[src/rtl/sxf_pkg.sv]
// ---------------------------------------------------------------------------
// sxf_pkg: shared types, codes and byte selection for the template filler
// Holds the token kind codes, the history port command struct and the
// function that forms one message byte from a template token.
// ---------------------------------------------------------------------------
`default_nettype none

package sxf_pkg;

  // Token kinds
  localparam logic [3:0] KIND_KEEP     = 4'd0;
  localparam logic [3:0] KIND_VAL_LO   = 4'd1;
  localparam logic [3:0] KIND_CHAN     = 4'd2;
  localparam logic [3:0] KIND_LSB7     = 4'd3;
  localparam logic [3:0] KIND_MSB7     = 4'd4;
  localparam logic [3:0] KIND_CHAN_TAG = 4'd5;
  localparam logic [3:0] KIND_GLOBAL   = 4'd6;
  localparam logic [3:0] KIND_LSN      = 4'd7;
  localparam logic [3:0] KIND_MSN      = 4'd8;
  localparam logic [3:0] KIND_SPLIT1   = 4'd9;
  localparam logic [3:0] KIND_SPLIT2   = 4'd10;
  localparam logic [3:0] KIND_SPLIT3   = 4'd11;
  localparam logic [3:0] KIND_SPLIT4   = 4'd12;
  localparam logic [3:0] KIND_SUM_NEG  = 4'd13;
  localparam logic [3:0] KIND_SUM_MASK = 4'd14;

  // Configuration register indexes
  localparam logic CFG_PARAM_VALUE  = 1'b0;
  localparam logic CFG_MIDI_CHANNEL = 1'b1;

  // Commands to the history ring buffer
  typedef struct packed {
    logic       wr_en;
    logic [7:0] wr_byte;
    logic       rd_start;
    logic       rd_step;
  } hist_cmd_t;

  // Registered read of the global table
  typedef struct packed {
    logic       set;
    logic [7:0] data;
  } glob_rd_t;

  // Channel numbered from one, minus one, clamped to 0..15
  function automatic logic [3:0] chan_clamp(input logic [4:0] chan);
    logic [3:0] res;
    if (chan == 5'd0) begin
      res = 4'd0;
    end else if (chan > 5'd16) begin
      res = 4'hf;
    end else begin
      res = 4'(chan - 5'd1);
    end
    return res;
  endfunction

  // Form the message byte for one template token
  function automatic logic [7:0] sel_byte(
    input logic [3:0]  kind,
    input logic [7:0]  tbyte,
    input logic [3:0]  data,
    input logic [15:0] v,
    input logic [4:0]  chan,
    input logic [6:0]  sum7,
    input glob_rd_t    glob
  );
    logic [7:0] b;
    b = tbyte;
    unique case (kind)
      KIND_VAL_LO:   b = v[7:0];
      KIND_CHAN:     b = {4'd0, chan_clamp(chan)};
      KIND_LSB7:     b = {1'b0, v[6:0]};
      KIND_MSB7:     b = v[14:7];
      KIND_CHAN_TAG: b = {1'b0, data[2:0], chan_clamp(chan)};
      KIND_GLOBAL:   b = glob.set ? glob.data : tbyte;
      KIND_LSN:      b = {4'd0, v[3:0]};
      KIND_MSN:      b = {4'd0, v[7:4]};
      KIND_SPLIT1:   b = {4'd0, v[15:12]};
      KIND_SPLIT2:   b = {4'd0, v[11:8]};
      KIND_SPLIT3:   b = {4'd0, v[7:4]};
      KIND_SPLIT4:   b = {4'd0, v[3:0]};
      KIND_SUM_NEG:  b = (sum7 == 7'd0) ? 8'd0 : 8'(9'd128 - {2'b0, sum7});
      KIND_SUM_MASK: b = {1'b0, sum7};
      default:       b = tbyte;
    endcase
    return b;
  endfunction

endpackage

`default_nettype wire

[src/rtl/sxf_hist.sv]
// ---------------------------------------------------------------------------
// sxf_hist: ring buffer of emitted message bytes
// Writes each emitted byte at the write pointer and reads back newest
// first, one byte a cycle, through a registered read port.
// ---------------------------------------------------------------------------
`default_nettype none

module sxf_hist #(
  parameter int HISTORY_DEPTH = 16
) (
  input  wire                clk,
  input  wire                rst,
  input  sxf_pkg::hist_cmd_t cmd,
  output logic [7:0]         rd_data
);

  localparam int AW = (HISTORY_DEPTH > 1) ? $clog2(HISTORY_DEPTH) : 1;
  localparam logic [AW-1:0] LAST = AW'(HISTORY_DEPTH - 1);

  logic [7:0]    mem [HISTORY_DEPTH];
  logic [AW-1:0] wr_ptr;
  logic [AW-1:0] rd_ptr;

  // Advance the write pointer with wrap
  always_ff @(posedge clk) begin
    if (rst) begin
      wr_ptr <= '0;
    end else if (cmd.wr_en) begin
      wr_ptr <= (wr_ptr == LAST) ? '0 : wr_ptr + 1'b1;
    end
  end

  // Store the emitted byte
  always_ff @(posedge clk) begin
    if (cmd.wr_en) begin
      mem[wr_ptr] <= cmd.wr_byte;
    end
  end

  // Start at the newest byte, step backward, register the read
  always_ff @(posedge clk) begin
    if (cmd.rd_start) begin
      rd_ptr <= (wr_ptr == '0) ? LAST : wr_ptr - 1'b1;
    end else if (cmd.rd_step) begin
      rd_ptr  <= (rd_ptr == '0) ? LAST : rd_ptr - 1'b1;
      rd_data <= mem[rd_ptr];
    end
  end

endmodule

`default_nettype wire

[src/rtl/sxf_glob.sv]
// ---------------------------------------------------------------------------
// sxf_glob: table of global variables
// Keeps the low byte of each global and a set flag; the flags clear on
// reset so every global reads as unset until written with a value >= 0.
// ---------------------------------------------------------------------------
`default_nettype none

module sxf_glob #(
  parameter int GLOBAL_COUNT = 16
) (
  input  wire                clk,
  input  wire                rst,
  input  wire                wr_en,
  input  wire  [3:0]         wr_index,
  input  wire  [15:0]        wr_value,
  input  wire                rd_en,
  input  wire  [3:0]         rd_index,
  output sxf_pkg::glob_rd_t  rd
);

  localparam int GW = (GLOBAL_COUNT > 1) ? $clog2(GLOBAL_COUNT) : 1;

  logic [7:0]              mem [GLOBAL_COUNT];
  logic [GLOBAL_COUNT-1:0] set_bits;
  logic [8:0]              wr_ext;
  logic [8:0]              rd_ext;
  logic [GW-1:0]           wr_addr;
  logic [GW-1:0]           rd_addr;
  logic                    wr_ok;
  logic                    rd_ok;

  assign wr_ext  = {5'd0, wr_index};
  assign rd_ext  = {5'd0, rd_index};
  assign wr_addr = wr_ext[GW-1:0];
  assign rd_addr = rd_ext[GW-1:0];
  assign wr_ok   = wr_en && (wr_ext < 9'(GLOBAL_COUNT));
  assign rd_ok   = rd_ext < 9'(GLOBAL_COUNT);

  // Track which globals hold a non-negative value
  always_ff @(posedge clk) begin
    if (rst) begin
      set_bits <= '0;
    end else if (wr_ok) begin
      set_bits[wr_addr] <= !wr_value[15];
    end
  end

  // Store the low byte
  always_ff @(posedge clk) begin
    if (wr_ok) begin
      mem[wr_addr] <= wr_value[7:0];
    end
  end

  // Registered read
  always_ff @(posedge clk) begin
    if (rd_en) begin
      rd.set  <= rd_ok && set_bits[rd_addr];
      rd.data <= mem[rd_addr];
    end
  end

endmodule

`default_nettype wire

[src/rtl/sysex_template_byte_filler.sv]
// ---------------------------------------------------------------------------
// sysex_template_byte_filler: fills a system-exclusive template bytewise
// Substitutes value, channel and global fields into template bytes and
// computes checksums over the preceding bytes of the same message.
// ---------------------------------------------------------------------------
//
// Channel   Dir  Beat contents
// s_*       in   one template token or one global write
// m_*       out  one message byte per template token
// cfg_*     in   parameter value and MIDI channel registers
//
// A global write only updates the global table. A template token passes the idle,
// sum and emit states; for a checksum over n bytes, 0 <= n <= 15, the single
// accumulator adds the low seven bits of one history byte per cycle in the sum state.
// Reset clears the sequencer, the message byte count, the history pointer
// and all global flags. A stalled output holds the sequencer before the
// history write; s_tready stays low until the byte is in the output register.
`default_nettype none

module sysex_template_byte_filler #(
  parameter int HISTORY_DEPTH = 16,
  parameter int GLOBAL_COUNT  = 16
) (
  input  wire         clk,
  input  wire         rst,
  // Input stream
  input  wire         s_tvalid,
  output logic        s_tready,
  // [7:0] template_byte, [11:8] token_kind, [15:12] token_data,
  // [16] first_of_message, [20:17] global_index, [36:21] global_value
  input  wire  [39:0] s_tdata,
  // [0] action
  input  wire  [0:0]  s_tuser,
  // Output stream
  output logic        m_tvalid,
  input  wire         m_tready,
  // [7:0] out_byte, [8] out_first
  output logic [15:0] m_tdata,
  // Configuration
  input  wire         cfg_we,
  input  wire  [0:0]  cfg_index,
  input  wire  [15:0] cfg_data
);

  localparam int SW = (HISTORY_DEPTH > 1) ? $clog2(HISTORY_DEPTH) : 1;
  localparam logic [SW-1:0] SEEN_MAX = SW'(HISTORY_DEPTH - 1);

  localparam logic [1:0] ST_IDLE = 2'd0;
  localparam logic [1:0] ST_SUM  = 2'd1;
  localparam logic [1:0] ST_EMIT = 2'd2;

  logic [1:0]         state;
  logic [15:0]        param_value;
  logic [4:0]         midi_channel;
  logic [SW-1:0]      bytes_seen;
  logic [3:0]         remaining;
  logic               rd_vld;
  logic [6:0]         acc;
  logic [3:0]         kind;
  logic [7:0]         tbyte;
  logic [3:0]         tdata_q;
  logic               first;
  logic [7:0]         out_byte;
  logic               out_first;

  logic               in_acc;
  logic               proc_acc;
  logic               emit_go;
  logic [SW-1:0]      seen_eff;
  logic [7:0]         seen_ext;
  logic [7:0]         data_ext;
  logic [3:0]         n_terms;
  logic               is_sum;
  logic [7:0]         new_byte;
  logic [7:0]         hist_rd;
  sxf_pkg::hist_cmd_t hcmd;
  sxf_pkg::glob_rd_t  grd;

  assign s_tready = (state == ST_IDLE);
  assign in_acc   = s_tvalid && s_tready;
  assign proc_acc = in_acc && !s_tuser[0];
  assign emit_go  = (state == ST_EMIT) && (!m_tvalid || m_tready);
  assign m_tdata  = {7'd0, out_first, out_byte};

  // Clamp the look-back to the bytes already in this message
  assign seen_eff = s_tdata[16] ? '0 : bytes_seen;
  assign seen_ext = 8'(seen_eff);
  assign data_ext = {4'd0, s_tdata[15:12]};
  assign n_terms  = (data_ext < seen_ext) ? s_tdata[15:12] : 4'(seen_ext);
  assign is_sum   = (s_tdata[11:8] == sxf_pkg::KIND_SUM_NEG) ||
                    (s_tdata[11:8] == sxf_pkg::KIND_SUM_MASK);

  assign new_byte = sxf_pkg::sel_byte(kind, tbyte, tdata_q, param_value, midi_channel,
                                      acc, grd);

  // History port commands
  assign hcmd.wr_en    = emit_go;
  assign hcmd.wr_byte  = new_byte;
  assign hcmd.rd_start = proc_acc;
  assign hcmd.rd_step  = (state == ST_SUM) && (remaining != 4'd0);

  sxf_hist #(
    .HISTORY_DEPTH(HISTORY_DEPTH)
  ) u_hist (
    .clk     (clk),
    .rst     (rst),
    .cmd     (hcmd),
    .rd_data (hist_rd)
  );

  sxf_glob #(
    .GLOBAL_COUNT(GLOBAL_COUNT)
  ) u_glob (
    .clk      (clk),
    .rst      (rst),
    .wr_en    (in_acc && s_tuser[0]),
    .wr_index (s_tdata[20:17]),
    .wr_value (s_tdata[36:21]),
    .rd_en    (proc_acc),
    .rd_index (s_tdata[15:12]),
    .rd       (grd)
  );

  // Configuration registers
  always_ff @(posedge clk) begin
    if (rst) begin
      param_value  <= '0;
      midi_channel <= 5'd1;
    end else if (cfg_we) begin
      unique case (cfg_index)
        sxf_pkg::CFG_PARAM_VALUE:  param_value  <= cfg_data;
        sxf_pkg::CFG_MIDI_CHANNEL: midi_channel <= cfg_data[4:0];
        default:                   param_value  <= param_value;
      endcase
    end
  end

  // Sequencer: latch token, sum history bytes, emit
  always_ff @(posedge clk) begin
    if (rst) begin
      state      <= ST_IDLE;
      bytes_seen <= '0;
      remaining  <= '0;
      rd_vld     <= 1'b0;
    end else begin
      unique case (state)
        ST_IDLE: begin
          if (proc_acc) begin
            bytes_seen <= seen_eff;
            remaining  <= is_sum ? n_terms : 4'd0;
            state      <= ST_SUM;
          end
        end
        ST_SUM: begin
          rd_vld <= hcmd.rd_step;
          if (hcmd.rd_step) begin
            remaining <= remaining - 4'd1;
          end else if (!rd_vld) begin
            state <= ST_EMIT;
          end
        end
        ST_EMIT: begin
          if (emit_go) begin
            if (bytes_seen != SEEN_MAX) begin
              bytes_seen <= bytes_seen + 1'b1;
            end
            state <= ST_IDLE;
          end
        end
        default: state <= ST_IDLE;
      endcase
    end
  end

  // Hold the token fields and accumulate the checksum
  always_ff @(posedge clk) begin
    if (proc_acc) begin
      kind    <= s_tdata[11:8];
      tbyte   <= s_tdata[7:0];
      tdata_q <= s_tdata[15:12];
      first   <= s_tdata[16];
      acc     <= '0;
    end else if (rd_vld) begin
      acc <= acc + hist_rd[6:0];
    end
  end

  // Output register
  always_ff @(posedge clk) begin
    if (rst) begin
      m_tvalid <= 1'b0;
    end else if (emit_go) begin
      m_tvalid <= 1'b1;
    end else if (m_tready) begin
      m_tvalid <= 1'b0;
    end
  end

  always_ff @(posedge clk) begin
    if (emit_go) begin
      out_byte  <= new_byte;
      out_first <= first;
    end
  end

  // Message byte count stays below the history depth
  a_seen_max: assert property (@(posedge clk) disable iff (rst)
    bytes_seen <= SEEN_MAX)
    else $error("bytes_seen beyond history depth");

  // History reads come back only while summing
  a_rd_in_sum: assert property (@(posedge clk) disable iff (rst)
    rd_vld |-> (state == ST_SUM))
    else $error("history read outside sum phase");

  // A global write yields no output byte
  a_write_no_out: assert property (@(posedge clk) disable iff (rst)
    (s_tvalid && s_tready && s_tuser[0]) |=> !$rose(m_tvalid))
    else $error("output after global write");

  // Emitting always loads the output register
  a_emit_loads: assert property (@(posedge clk) disable iff (rst)
    emit_go |=> (m_tvalid && (state == ST_IDLE)))
    else $error("emit did not load output");

endmodule

`default_nettype wire
[config.mk]
export PLATFORM = sky130hd
export DESIGN_NAME = sysex_template_byte_filler
export DESIGN_NICKNAME = d
export VERILOG_FILES = /design/src/rtl/sxf_pkg.sv /design/src/rtl/sxf_hist.sv /design/src/rtl/sxf_glob.sv /design/src/rtl/sysex_template_byte_filler.sv
export SDC_FILE = /design/constraint.sdc
export NUM_CORES = 1
export LEC_CHECK = 0
export BUFFER_PORTS_ARGS = -buffer_cell sky130_fd_sc_hd__buf_2
export CAP_MARGIN = 15
export CORE_UTILIZATION = 50
export CTS_BUF_LIST = sky130_fd_sc_hd__clkbuf_8
export DETAILED_ROUTE_END_ITERATION = 10
export PLACE_DENSITY_LB_ADDON = 0.3
export SYNTH_ARGS = -nofsm -noshare
export SYNTH_HDL_FRONTEND = slang
export SYNTH_SLANG_ARGS = --single-unit
[constraint.sdc]
create_clock -name clk -period 3.2 [get_ports clk]
set_input_delay 0.48 -clock clk [delete_from_list [all_inputs] [get_ports clk]]
set_output_delay 0.48 -clock clk [all_outputs]
set_load 0.01 [all_outputs]
After elaboration in Yosys (flattened, before gate mapping)
Memories as Yosys holds them, arrays and structs flattened. A register that Yosys moved wholly into a read port is not among the register bits.
Cells that the tools add are included.
{"block": "op_classes", "addsub": 8, "magnitude_cmp": 7, "n_eq_ne": 26, "mux": 36, "bitwise_logic": 2, "reduce_logical": 31}
{"op": "case mux 8 bit (12 select lines)", "count": 1}
{"op": "two-way mux 4 bit", "count": 15}
{"op": "== test 4 bit (second input constant)", "count": 10}
{"op": "less-than comparator 4 x 5 -> 1 bit (second input constant)", "count": 4}
{"op": "bitwise mux 16 bit", "count": 1}
{"op": "== test 4 x 3 -> 1 bit (second input constant)", "count": 4}
{"op": "two-way mux 8 bit", "count": 2}
{"op": "case mux 4 bit (2 select lines)", "count": 2}
{"op": "subtractor 4 x 1 -> 4 bit (second input constant)", "count": 4}
{"op": "adder 4 x 1 -> 4 bit (second input constant)", "count": 2}
{"op": "== test 4 x 2 -> 1 bit (second input constant)", "count": 2}
{"op": "logical AND 1 bit", "count": 8}
{"op": "logical NOT 4 bit", "count": 2}
{"op": "two-way mux 1 bit", "count": 8}
{"op": "two-way mux 2 bit", "count": 4}
{"op": "!= test 2 bit (second input constant)", "count": 4}
{"op": "AND reduction 4 bit", "count": 2}
{"op": "nonzero test 2 bit", "count": 4}
{"op": "subtractor 8 x 7 -> 8 bit (first input constant)", "count": 1}
{"op": "adder 7 bit", "count": 1}
{"op": "logical NOT 7 bit", "count": 1}
{"op": "case mux 2 bit (3 select lines)", "count": 1}
{"op": "AND reduction 2 bit", "count": 3}
{"op": "> comparator 5 bit (second input constant)", "count": 1}
{"op": "17 further kinds", "count": 23}
{"block": "word_totals", "reg_bits": 90, "mem_bits_rw": 256, "word_cells": 130, "mem_count": 2}
{"name": "u_glob.mem", "words": 16, "width": 8, "read_ports": 1, "rd_clocked_by_memory_dff": 1, "write_ports": 1, "line_no": "sxf_glob.sv:23", "source": "logic [7:0] mem [GLOBAL_COUNT];"}
{"name": "u_hist.mem", "words": 16, "width": 8, "read_ports": 1, "rd_clocked_by_memory_dff": 1, "write_ports": 1, "line_no": "sxf_hist.sv:20", "source": "logic [7:0] mem [HISTORY_DEPTH];"}

Logic depth before layout (Yosys ltp)
{"block": "depth", "ltp_word": 6, "mapped_depth": 9, "ltp_nobuf": 9}

Hierarchy
A second synthesis with hierarchy kept.
{"block": "hier_totals", "cells_unflattened": 1057, "hier_area_um2": 15657.5}
{"mod": "sxf_glob", "instances": 1, "cells_each": 300, "area_per_inst_um2": 5982.0, "seq_area_each_um2": 4434.3}
{"mod": "sxf_hist", "instances": 1, "cells_each": 314, "area_per_inst_um2": 5809.3, "seq_area_each_um2": 4284.1}
{"mod": "sysex_template_byte_filler", "instances": 1, "cells_each": 443, "area_per_inst_um2": 3866.2, "seq_area_each_um2": 1551.5}

Worst setup path before layout
Ideal clock, no wire load.
{"block": "synth_path", "path_kind": "reg2reg", "from": "reg kind[1]", "to": "reg out_byte[4], data pin", "t_arrival_ps": 1972, "required_time_ps": 2893, "setup_slack_ps": 921, "path_stages_with_launch": 8, "path_buffers": 3, "period_less_slack_ps": 2279, "path_cell_list": "edfxtp_1 clkbuf_1 buf_2 buf_2 nor2_1 a2111oi_0 a41oi_1 o221ai_1"}
{"element": "from (decl)", "line_no": "sysex_template_byte_filler.sv:59", "source": "logic [3:0] kind;"}
{"element": "from (signal assigned)", "line_no": "sysex_template_byte_filler.sv:178", "source": "kind <= s_tdata[11:8];"}
{"element": "to (signal assigned)", "line_no": "sysex_template_byte_filler.sv:201", "source": "out_byte <= new_byte;"}
{"element": "to (decl)", "line_no": "sysex_template_byte_filler.sv:63", "source": "logic [7:0] out_byte;"}

==> impl_metrics.tcl <==
set metrics [dict create \
    synth_largest_area_cell "sky130_fd_sc_hd__edfxtp_1" \
    critical_path_class "reg2reg" \
    io_pins 81 \
    antenna_found_initial 1 \
    cp.buffers_inverters 0 \
    critical_path.slowest_cell "sky130_fd_sc_hd__o32a_1" \
    final_min_period_over_clock_period_pct 81.02 \
    synth.distinct_cells 72 \
    finalSetupViolCount 0 \
    power.sequential.fraction_pct 51.7 \
    place.port_buffers 63 \
    stdcell_count 1493 \
    run_status "completed" \
    crit_fanout 17 \
    worst_slew_pin_slew_ps 962.8 \
    area_grow_syn2layout_pct 13.16 \
    totalNegativeSetupSlack_ps 0 \
    critical_path.cell_chain "nor3b_1 > nand2_1 > o22a_1 > o2111ai_1 > o32a_1" \
    post-layout-total-power_uw 10070 \
    post-route-drc-count 0 \
    totalWireLength_um 32290 \
    max-slew-margin-rel_pct 35.68 \
    globalRouteOverflowTotal 0 \
    pin_count_of_the_biggest_net_entering_global_routing 41 \
    clkTransAtPathRegs_ps 60 \
    sw_ratio_pct 24.95 \
    synth.cell_area_sq_mm 0.01470 \
    initialDrtViolationCount 975 \
    route.detailed.wl_per_inst_um 21.63 \
    end_kind "register" \
    grt_usage_pct 21.71 \
    layout.cells.most_common_list "sky130_fd_sc_hd__edfxtp_1 (285), sky130_fd_sc_hd__nor2_1 (83), sky130_fd_sc_hd__mux4_2 (80)" \
    drt_pre_antenna_iters 7 \
    portion_of_synthesized_cell_area_occupied_by_the_leading_cell_type_pct 58.23 \
    power_leakage_uw 0.005600 \
    postCtsHoldBufs 0 \
    dp_hpwl_um 21730 \
    clk_root_buffer_cell "sky130_fd_sc_hd__clkbuf_8" \
    vias_per_cell 5.823 \
    grt_first_pass_wirelength_um 49450 \
    synth.top_cells.by_area "sky130_fd_sc_hd__edfxtp_1 (58%), sky130_fd_sc_hd__mux4_2 (12%), sky130_fd_sc_hd__dfxtp_1 (8.2%), sky130_fd_sc_hd__nor2_1 (2.1%), sky130_fd_sc_hd__a21oi_1 (1.8%)" \
    dr_total_vias 8693 \
    ys_seq_elements 345 \
    p_int_uw 7560 \
    syn_inst 960 \
    slew_viol_final 0 \
    design.die.area_sq_mm 0.03008 \
    clock_tree.buffer_depth 3 \
    vias_in_the_first_global_route 8488 \
    critPathTopFamily "compound AO/OA/AOI/OAI gates" \
    synth-warning-count 0 \
    core_sq_mm 0.02878 \
    cts-resized-gates 0 \
    layout.nets 1146 \
    sequential_share_of_the_synthesized_area_pct 66.40 \
    clock_tree.htree_level_count 2 \
    tritoncts_clock_tree "yes" \
    numClockSinks 345 \
    mostFrequentLayoutCell "sky130_fd_sc_hd__edfxtp_1" \
    power.net_switching_uw 2513 \
    maxCapViolations 0 \
    report.final.hold_viol_count 0 \
    postSynthAreaPerCell_sq_um 15.31 \
    post_cts_setup_bufs 0 \
    rsz0062_at_grt "false" \
    dp.cells 1392 \
    power.share.combinational_pct 11.8 \
    die_h_um 173.5 \
    power_per_cell_area_mw_per_mm2 605.7 \
    synth-edff-count 285 \
    drive_gt1_share_pct 24.19 \
    clock_network_power_share_pct 36.5 \
    irDropWorstVdd_mv 0.2941 \
    final_clock_skew_ps 41.18 \
    ant_nets 0 \
    tritoncts.num_buffers 53 \
    globalplace.congestion 0.9028 \
    die_x_um 173.5 \
    worstHoldPathType "in2reg" \
    clk-insertion-delay-late_ps 590 \
    std_cell_rows 62 \
    cp_slowest_stage_delay_ps 650 \
    synth-async-reset-ratio_pct 0 \
    layout_min_cycle_time_ps 2593 \
    f_max_mhz 385.7 \
    ys_dominant_reg_cell "sky130_fd_sc_hd__edfxtp_1" \
    critPathArrivalTime_ps 2850 \
    worstPathRequired_ps 3450 \
    initial_core_util_pct 51.07 \
    start_kind "register" \
]
-- stage by stage --
step | util (%) | hold WS (ps) | worst slack, ps | instance area [sq um]
finish | 57.79 | 82.14 | 607.4 | 16630
global route | 57.79 | 56.77 | 444.7 | 16630
global placement | 54.02 | 401.7 | 679.8 | 15550
floorplan | - | 400.3 | 921.1 | 14720
detailed placement | 54.02 | 406.6 | 652.4 | 15550
CTS | 57.78 | 53.63 | 661.3 | 16630
-- synth_stat cells (3+ instances only) --
master                     count
sky130_fd_sc_hd__nor3_1       14
sky130_fd_sc_hd__nor4b_1       6
sky130_fd_sc_hd__o32ai_1       3
sky130_fd_sc_hd__nor2_4        3
sky130_fd_sc_hd__nor4_1        4
sky130_fd_sc_hd__xor2_1        3
sky130_fd_sc_hd__nand3b_1      5
sky130_fd_sc_hd__buf_1         5
sky130_fd_sc_hd__mux2i_1      11
sky130_fd_sc_hd__a31oi_1       5
sky130_fd_sc_hd__nor2b_1      11
sky130_fd_sc_hd__o21a_1        3
sky130_fd_sc_hd__nor3b_1       6
sky130_fd_sc_hd__mux4_2       80
sky130_fd_sc_hd__o32a_1        4
sky130_fd_sc_hd__nand3_1      16
sky130_fd_sc_hd__nand2_1      67
sky130_fd_sc_hd__a211oi_1     25
sky130_fd_sc_hd__a22oi_1       3
sky130_fd_sc_hd__nand2b_1     16
sky130_fd_sc_hd__a21oi_1      52
sky130_fd_sc_hd__inv_1        21
sky130_fd_sc_hd__buf_2        12
sky130_fd_sc_hd__edfxtp_1    285
sky130_fd_sc_hd__nor2_1       83
sky130_fd_sc_hd__o21ai_0      22
sky130_fd_sc_hd__clkbuf_1     28
sky130_fd_sc_hd__nand4_1       3
sky130_fd_sc_hd__ha_1         19
sky130_fd_sc_hd__a32oi_1       6
sky130_fd_sc_hd__dfxtp_1      60
sky130_fd_sc_hd__and3_1        7
sky130_fd_sc_hd__xnor2_1       6
sky130_fd_sc_hd__buf_4        11
-- final cells by class --
class | count | area [sq um]
multi-input cells | 540 | 4592
clock inverters | 43 | 299.0
flip-flops and latches | 345 | 9759
clock buffers | 57 | 784.5
fillers | 2241 | 12150
well taps | 384 | 480.5
diodes | 1 | 2.502
repair buffers | 99 | 623.1
inverters | 24 | 91.34
-- per-layer routing --
layer | up-vias | routed length (um) | part of all wire, % | track usage (%)
met3 | 59 | 2072 | 6.4 | 3.487
met2 | 326 | 14620 | 45 | 32.51
met4 | 0 | 857 | 2.7 | 6.895
li1 | 3969 | - | - | -
met5 | - | 0 | 0 | 0
met1 | 4339 | 14740 | 46 | 32.72
-- power by group through the flow --
stage / logic [uW] / clock network [uW] / registers, uW
after detailed placement: 1180 / 0 / 5300
after global routing: 1300 / 3940 / 5230
after floorplan: 863 / 0 / 5230
final: 1180 / 3680 / 5210
after global placement: 1160 / 0 / 5300
after CTS: 1190 / 3750 / 5210
-- flip-flops by register name, summed over array words and instances (netlist names), 8 cells and up --
| signal | cells |
|---|---|
| u_hist.mem | 112 |
| out_byte | 8 |
| u_glob.rd | 9 |
| param_value | 16 |
| u_glob.mem | 128 |
| tbyte | 8 |
| u_glob.set_bits | 16 |
-- path summary, 6_finish.rpt --
kind / startpoint / endpoint / slack [ps] / depth (start not counted)
max: kind[3]$_DFFE_PP_ / out_byte[0]$_DFFE_PP_ / 610 / 5
min: s_tdata[7] / tbyte[7]$_DFFE_PP_ / 80 / 1
max reg2reg: kind[3]$_DFFE_PP_ / out_byte[0]$_DFFE_PP_ / 610 / 5
min reg2reg: first$_DFFE_PP_ / out_first$_DFFE_PP_ / 430 / 0
-- cell families (layout without fill, tap and decap cells) --
logic type,Yosys count,count (layout),synth area share (%)
DFF,345,345,66.40
and+or+nand+nor,255,255,8.521
AOI/OAI and AO/OA,154,154,6.955
muxes,93,93,13.16
buffers and inverters,81,223,2.511
adders and majority gates,22,22,1.890
xor gates and xnor gates,9,9,0.5363
other,1,8,0.02551
Power figures use the tool's default switching activity.
